## src/scp_pkg.sv

```systemverilog
// Package with the character codes, parser phases and status codes of the speed command parser.
`default_nettype none

package scp_pkg;

  localparam logic [7:0] ChCr    = 8'h0d;
  localparam logic [7:0] ChLf    = 8'h0a;
  localparam logic [7:0] ChSpace = 8'h20;
  localparam logic [7:0] ChMinus = 8'h2d;
  localparam logic [7:0] ChZero  = 8'h30;
  localparam logic [7:0] ChNine  = 8'h39;
  localparam logic [7:0] ChS     = 8'h73;
  localparam logic [7:0] ChR     = 8'h72;

  localparam int unsigned SpeedW = 32;
  localparam int unsigned WideW  = SpeedW + 5;

  typedef enum logic [2:0] {
    PH_START       = 3'd0,
    PH_AFTER_S     = 3'd1,
    PH_LEFT_FIRST  = 3'd2,
    PH_LEFT_BODY   = 3'd3,
    PH_RIGHT_FIRST = 3'd4,
    PH_RIGHT_BODY  = 3'd5,
    PH_WAIT_RESET  = 3'd6,
    PH_BAD         = 3'd7
  } phase_e;

  typedef enum logic [1:0] {
    ST_SPEED = 2'd0,
    ST_RESET = 2'd1,
    ST_BAD   = 2'd2
  } status_e;

endpackage

`default_nettype wire

```

## src/speed_command_parser_top.sv

```systemverilog
// Speed command parser: turns received serial bytes into left and right speed commands.
//
// One received byte is taken per beat on the input channel, and a new byte can be taken in
// every clock cycle unless a byte that ends a line is held back. A byte is first registered
// in an input register; the line parser then updates its phase and running value and, when a
// carriage return ends a line, loads the result register. A result therefore passes through
// the input register and then the result register before it appears on the output. While a
// result waits for the output side, further bytes that do not end a line are still parsed;
// a byte that ends a line waits in the input register until the pending result has been
// taken. Speeds are given in thousandths and saturate at plus or minus (2^31 - 1); the status
// tells a speed command, a reset command and a malformed line apart.
`default_nettype none

module speed_command_parser_top
  import scp_pkg::*;
(
  input  wire logic                     clk_i,
  input  wire logic                     rst_ni,
  input  wire logic                     in_valid_i,
  output logic                          in_ready_o,
  input  wire logic [7:0]               rx_byte_i,
  output logic                          out_valid_o,
  input  wire logic                     out_ready_i,
  output logic signed [SpeedW-1:0]      left_milli_o,
  output logic signed [SpeedW-1:0]      right_milli_o,
  output logic [1:0]                    status_o
);

  localparam logic signed [WideW-1:0] SatMax = WideW'(64'sd2147483647);
  localparam logic signed [WideW-1:0] SatMin = -SatMax;

  logic                     in_valid_q;
  logic [7:0]               in_byte_q;
  logic                     out_valid_q;
  logic signed [SpeedW-1:0] left_q, right_q;
  status_e                  status_q;

  phase_e                   phase_q, phase_d;
  logic                     neg_q, neg_d;
  logic signed [SpeedW-1:0] acc_q, acc_d;
  logic signed [SpeedW-1:0] hold_q, hold_d;

  logic                     emit;
  logic signed [SpeedW-1:0] emit_left, emit_right;
  status_e                  emit_status;
  logic                     advance;
  logic                     is_digit;

  logic signed [8:0]        digit;
  logic signed [WideW-1:0]  acc_wide, acc_sum;
  logic signed [SpeedW-1:0] acc_next;

  assign is_digit = (in_byte_q >= ChZero) && (in_byte_q <= ChNine);
  assign digit    = $signed({1'b0, in_byte_q}) - $signed({1'b0, ChZero});
  assign acc_wide = WideW'(acc_q);
  assign acc_sum  = (acc_wide <<< 3) + (acc_wide <<< 1)
                  + (neg_q ? -WideW'(digit) : WideW'(digit));

  always_comb begin
    if (acc_sum > SatMax) begin
      acc_next = SpeedW'(SatMax);
    end else if (acc_sum < SatMin) begin
      acc_next = SpeedW'(SatMin);
    end else begin
      acc_next = acc_sum[SpeedW-1:0];
    end
  end

  always_comb begin
    phase_d     = phase_q;
    neg_d       = neg_q;
    acc_d       = acc_q;
    hold_d      = hold_q;
    emit        = 1'b0;
    emit_left   = '0;
    emit_right  = '0;
    emit_status = ST_BAD;
    if (in_valid_q && (in_byte_q != ChLf)) begin
      if (in_byte_q == ChCr) begin
        emit = 1'b1;
        if (phase_q == PH_RIGHT_BODY) begin
          emit_left   = hold_q;
          emit_right  = acc_q;
          emit_status = ST_SPEED;
        end else if (phase_q == PH_WAIT_RESET) begin
          emit_status = ST_RESET;
        end
        phase_d = PH_START;
        neg_d   = 1'b0;
        acc_d   = '0;
      end else begin
        case (phase_q)
          PH_START: begin
            if (in_byte_q == ChS) begin
              phase_d = PH_AFTER_S;
            end else if (in_byte_q == ChR) begin
              phase_d = PH_WAIT_RESET;
            end else begin
              phase_d = PH_BAD;
            end
          end
          PH_AFTER_S: begin
            phase_d = (in_byte_q == ChSpace) ? PH_LEFT_FIRST : PH_BAD;
          end
          PH_LEFT_FIRST, PH_RIGHT_FIRST: begin
            if (in_byte_q == ChMinus) begin
              neg_d   = 1'b1;
              acc_d   = '0;
              phase_d = (phase_q == PH_LEFT_FIRST) ? PH_LEFT_BODY : PH_RIGHT_BODY;
            end else if (is_digit) begin
              neg_d   = 1'b0;
              acc_d   = SpeedW'(digit);
              phase_d = (phase_q == PH_LEFT_FIRST) ? PH_LEFT_BODY : PH_RIGHT_BODY;
            end else begin
              phase_d = PH_BAD;
            end
          end
          PH_LEFT_BODY: begin
            if (in_byte_q == ChSpace) begin
              hold_d  = acc_q;
              phase_d = PH_RIGHT_FIRST;
            end else begin
              acc_d = acc_next;
            end
          end
          PH_RIGHT_BODY: begin
            acc_d = acc_next;
          end
          default: begin
            phase_d = phase_q;
          end
        endcase
      end
    end
  end

  assign advance    = in_valid_q && (!emit || !out_valid_q || out_ready_i);
  assign in_ready_o = !in_valid_q || advance;

  always_ff @(posedge clk_i or negedge rst_ni) begin
    if (!rst_ni) begin
      in_valid_q  <= 1'b0;
      out_valid_q <= 1'b0;
      phase_q     <= PH_START;
      neg_q       <= 1'b0;
      acc_q       <= '0;
      hold_q      <= '0;
    end else begin
      if (in_ready_o) begin
        in_valid_q <= in_valid_i;
      end
      if (advance) begin
        phase_q <= phase_d;
        neg_q   <= neg_d;
        acc_q   <= acc_d;
        hold_q  <= hold_d;
      end
      if (advance && emit) begin
        out_valid_q <= 1'b1;
      end else if (out_ready_i) begin
        out_valid_q <= 1'b0;
      end
    end
  end

  always_ff @(posedge clk_i) begin
    if (in_ready_o && in_valid_i) begin
      in_byte_q <= rx_byte_i;
    end
    if (advance && emit) begin
      left_q   <= emit_left;
      right_q  <= emit_right;
      status_q <= emit_status;
    end
  end

  assign out_valid_o   = out_valid_q;
  assign left_milli_o  = left_q;
  assign right_milli_o = right_q;
  assign status_o      = status_q;

  a_line_restart : assert property (@(posedge clk_i) disable iff (!rst_ni)
    (advance && emit) |=> (phase_q == PH_START && acc_q == '0 && !neg_q))
    else $error("parser did not return to the start of a line after a result");

  a_zero_speeds : assert property (@(posedge clk_i) disable iff (!rst_ni)
    (out_valid_q && status_q != ST_SPEED) |-> (left_q == '0 && right_q == '0))
    else $error("non-zero speeds with a reset or malformed status");

  a_status_code : assert property (@(posedge clk_i) disable iff (!rst_ni)
    out_valid_q |-> (status_q == ST_SPEED || status_q == ST_RESET || status_q == ST_BAD))
    else $error("result carries an unknown status code");

  a_input_hold : assert property (@(posedge clk_i) disable iff (!rst_ni)
    (in_valid_q && !advance) |=> (in_valid_q && $stable(in_byte_q) && $stable(phase_q)))
    else $error("stalled byte in the input register was lost or the parser moved on");

  a_acc_range : assert property (@(posedge clk_i) disable iff (!rst_ni)
    acc_q != SpeedW'(SatMin - WideW'(1)))
    else $error("running value left the saturation range");

endmodule

`default_nettype wire

```

## config.mk

```make
export PLATFORM = sky130hd
export DESIGN_NAME = speed_command_parser_top
export DESIGN_NICKNAME = d
export VERILOG_FILES = /design/src/scp_pkg.sv /design/src/speed_command_parser_top.sv
export SDC_FILE = /design/constraint.sdc
export NUM_CORES = 1
export LEC_CHECK = 0
export BUFFER_PORTS_ARGS = -buffer_cell sky130_fd_sc_hd__buf_2
export CORE_MARGIN = 4
export CORE_UTILIZATION = 47
export DETAILED_ROUTE_END_ITERATION = 7
export PLACE_DENSITY = 0.65
export SYNTH_ARGS = -nofsm -noshare
export SYNTH_HDL_FRONTEND = slang
export SYNTH_SLANG_ARGS = --single-unit
export TNS_END_PERCENT = 50
```

## constraint.sdc

```tcl
create_clock -name clk_i -period 6.5 [get_ports clk_i]
set_input_delay 0.65 -clock clk_i [delete_from_list [all_inputs] [get_ports clk_i]]
set_output_delay 0.65 -clock clk_i [all_outputs]
set_load 0.01 [all_outputs]
```

# After elaboration in Yosys (flattened, before gate mapping)
# Index checks and enable logic that the tools add are counted.
# op_classes
n_lt_le_gt_ge	4
bitwise	2
add_sub_neg	4
n_eq_ne	15
muxes	27
n_mul	0
div	0
shift	0
reduce_logical	25
# ops
operator	n
$mux 32	6
$pmux 32 s3	1
$add 36x37->37	1
$gt 37x32->1 const B	1
$lt 37x32->1 const B	1
$mux 37	1
$neg 9->37	1
$add 35x33->36	1
$mux 3	7
$eq 8x6->1 const B	2
$eq 8x7->1 const B	2
$pmux 3 s4	1
$reduce_and 5->1	2
$eq 3x3->1 const B	3
$mux 1	9
$sub 8x6->9 const B	1
$eq 8x4->1 const B	1
$ge 8x6->1 const B	1
$le 8x6->1 const B	1
$ne 8x4->1 const B	1
$reduce_and 4->1	2
$eq 3x2->1 const B	2
$ne 3x3->1 const B	2
$logic_and 1x1->1	5
15 further kinds	22
# totals
word_cells	88
ramBits	0
n_memories	0
inputBits	12
rom_bits	0
latch_bits	0
out_inout_bits	68
reg_bits	144

# Logic depth before layout (Yosys ltp)
# logic_depth
word_depth	10
ltp_mapped	22
mapped_depth_nobuf	20

# Least setup slack after synthesis
# Ideal clock, no wire load.
# synth_timing
kind	register to register
startpoint	register in_byte_q[4]
endpoint	register acc_q[11]
synth_period_minus_slack_ns	5.399
t_arrival_ns	5.251
stages_incl_launch_ff	20
slack_ns	1.101
setup_time_ns	0.148
required_ns	6.352
path_buffers	1
cell_sequence	edfxtp_1 > ha_1 > xnor2_1 > nor3_1 > nand2_1 > ha_1 > o21ai_0 > fa_1 > ha_1 > nand2_1 > nor3_1 > a22oi_2 > o31ai_1 > xor2_1 > a221o_1 > a2111o_1 > nor4b_2 > a41o_2 > buf_4 > o311ai_1
# synth_via
elab_chain_cells	10
word_cells_on_any_way	31
classes_between	add/sub (3); order compare (4); eq/ne (6); mux (10); reduce/logical (8)
# synth_lines
element	line_no	text
start, declared	speed_command_parser_top.sv:33	logic [7:0] in_byte_q;
start signal, assigned	speed_command_parser_top.sv:168	in_byte_q <= rx_byte_i;
$sub 8x6->9	speed_command_parser_top.sv:54	assign digit = $signed({1'b0, in_byte_q}) - $signed({1'b0, ChZero});
$neg 9->37	speed_command_parser_top.sv:57	+ (neg_q ? -WideW'(digit) : WideW'(digit));
$mux 37	speed_command_parser_top.sv:57	
$add 36x37->37	speed_command_parser_top.sv:57	
$lt 37x32->1	speed_command_parser_top.sv:62	end else if (acc_sum < SatMin) begin
$mux 32	speed_command_parser_top.sv:62	
$mux 32	speed_command_parser_top.sv:60	if (acc_sum > SatMax) begin
$mux 32	speed_command_parser_top.sv:119	if (in_byte_q == ChSpace) begin
$pmux 32 s3	speed_command_parser_top.sv:92	case (phase_q)
$mux 32	speed_command_parser_top.sv:79	if (in_byte_q == ChCr) begin
end signal, assigned	speed_command_parser_top.sv:146	acc_q <= '0;
end signal, assigned	speed_command_parser_top.sv:155	acc_q <= acc_d;
end, declared	speed_command_parser_top.sv:40	logic signed [SpeedW-1:0] acc_q, acc_d;
# Parallel ways exist; a longest one is shown, timed or not. The select of a mux whose other input is x is not followed.
# A chain may end at the register's enable or synchronous reset.

# Final worst setup path
# layout_timing
startpoint	register in_byte_q[4]
endpoint	register acc_q[23]
# Same word-level chain as after synthesis.

==> metrics <==
Register-to-Register Path Depth 18; CP Max Fanout 22; flops & latches, synth 144; H-tree Lvls 4; critical path data required time 6760 ps; CTS Buf Count 17; Setup crit start kind flop; Clk Latency, worst-skew pair 420 ps; GP Congestion 0.944; CTS sink cnt 144; Hold Violations, Final 0; # nets final 1069; Post-Syn Area 9200 sq um; RSZ-0062 raised after global routing false; DRT iter0 DRCs 617; Mapped Cells 896; Yosys top cell by area edfxtp_1; largest net degree at the start of global routing 71; Resized Gates After CTS 0; Area Overhead vs Synth 14.2%; top-area cell type share of the netlist area 0.242; setup slack after layout 487 ps; status complete, no violations; Final Cycle Share 0.925; clock-pin slew on the worst setup and hold paths 70 ps; HPWL after detailed placement 17.7 mm; total track usage 0.215; setup total negative slack 0 ps; fin. max-slew vios 0; global route overflow 0; DIE AREA 21900 sq um; Max-Cap Viols 0; RR Endpoint acc_q[23]; critical path's slowest cell fa_1; HP Class in2async; I/O pin count 80; fmax 0.166 GHz; Antenna Nets Post-Route 0; min cycle time layout 6010 ps; Reg2Reg Launch Point in_byte_q[4]; input/output buffers 79; Main synth FF type edfxtp_1; CTS tree done; nature of the critical path endpoint flop; Core Rows 50; Mapped Nets 992; Post-CTS Setup Inserts 0; WL/cell 18.5 um; share of post-route cells with drive strength above 1 0.173; EDFF count, synth 74; initial antenna violation count 0; number of global-route vias before repair 6672; Async S/R FF share, synth 0.486; synth warn 0; Setup CP Type reg2reg; number of buffers and inverters on the critical path 0; crit-path cells ha_1, xnor2_1, nor2_1, nand2_1, ha_1, o21ai_0, fa_1, ha_1, a21oi_1, o211ai_1, o211ai_1, nand3_1, or3_1, a221o_1, a2111o_1, nor4b_2, a41o_4, o311ai_0; post-place setup slack 450 ps; family with the most delay on the worst path compound AO/OA/AOI/OAI gates; Ant. Diodes 0; die width 148 um; Worst Tran Pin Value 892 ps; CORE AREA 19000 sq um; synth top area cells edfxtp_1 (24%), dfrtp_1 (19%), ha_1 (7.1%); hold_buf cts 0; reg2reg setup slack 490 ps; Mapped Avg Cell Area 10.3 sq um; Seq/Total Area, Yosys 0.432; skew final 10.6 ps; CTS Buffer Depth 2; Detailed Routing Iterations Pass 1 5; wire length of the first global-routing pass 36.9 mm; DR vias 6989; via/cell ratio 5.61; most used cell, CP ha_1; critical path data arrival time 6270 ps; # DRC 0; WL final 23.0 mm; Setup Viol. Count Final 0; clock root buffer clkbuf_16; Max stage delay on crit path 520 ps; die height 148 um; post-synth cell types 64; Rel. slew slack 0.405; Initial Utilization 0.485
worst max-delay path by stage:
stage | slack [ps] | start | endpoint | cells past startpoint
CTS | 430 | in_byte_q[2] | acc_q[23] | 19
detailed placement | 450 | in_byte_q[0] | acc_q[23] | 20
global placement | 540 | in_byte_q[0] | acc_q[23] | 20
global route | 40 | in_byte_q[0] | acc_q[23] | 19
finish | 490 | in_byte_q[4] | acc_q[23] | 18
floorplan | 1100 | in_byte_q[4] | acc_q[11] | 19
layout make-up:
cell class / count / area, sq um
fillers: 1688 / 8460
multi-input cells: 676 / 4950
flip-flops and latches: 144 / 3970
clock inverters: 15 / 170
clock buffers: 17 / 425
repair buffers: 94 / 508
well taps: 260 / 325
inverters: 40 / 150
layer usage:
metal  up-vias  track usage  share of wire
li1       3376            -              -
met1      3339        0.325           0.48
met2       241        0.314           0.43
met3        33       0.0383          0.069
met4         0       0.0711          0.024
met5         -            0              0
cells in the mapped netlist (4+ instances only):
master and count:
edfxtp_1 74, o31ai_1 6, or3_1 6, a31oi_1 4, clkbuf_1 26, fa_1 32
nand4_1 14, nand2_1 127, xnor2_1 27, nor3_1 10, dfrtp_1 70, o311ai_1 11
o21ai_0 46, and2_1 70, a32oi_1 6, and3_1 5, nor2_1 34, nand3_1 12
xor2_1 14, mux2_2 33, a21oi_1 60, nor2b_1 5, a21o_1 10, nand2b_1 11
o21a_1 10, inv_1 40, ha_1 52, o211ai_1 18, nor4_1 4, buf_2 8
through the flow:
step	utilization	area [sq um]	hold slack [ps]	std cells
3_5_place_dp	0.522	9890	488	1214
3_3_place_gp	0.522	9890	481	1214
5_1_grt	0.554	10500	381	1246
4_1_cts	0.553	10500	386	1246
2_1_floorplan	-	9200	354	896
6_report	0.554	10500	400	1246
layout by cell type, fill, tap and decap left out, types with 11 or more instances in the layout:
master and n:
a21oi_1 60, and2_1 70, buf_2 79, buf_4 15, clkbuf_16 17, dfrtp_1 70, edfxtp_1 74, fa_1 32
ha_1 52, inv_1 40, mux2_2 33, nand2_1 127, nand2b_1 11, nand3_1 12, nand4_1 14, nor2_1 32
o211ai_1 18, o21ai_0 46, o311ai_1 11, xnor2_1 27, xor2_1 14
registers in the layout, indices dropped and copies added (netlist names):
signal,cells
in_valid_q,1
in_byte_q,8
right_milli_o,32
status_o,2
hold_q,32
acc_q,32
phase_q,3
left_milli_o,32
out_valid_o,1
neg_q,1
kinds of logic after synthesis:
logic type	share of synthesized area
compound gates	0.144
fa+ha+maj	0.140
mux	0.0415
xor+xnor	0.0390
flops	0.432
buf+inv	0.0333
simple gates	0.169
Power is not shown: default switching activity piles up to over one toggle a cycle in this logic, so the estimate is an artifact.
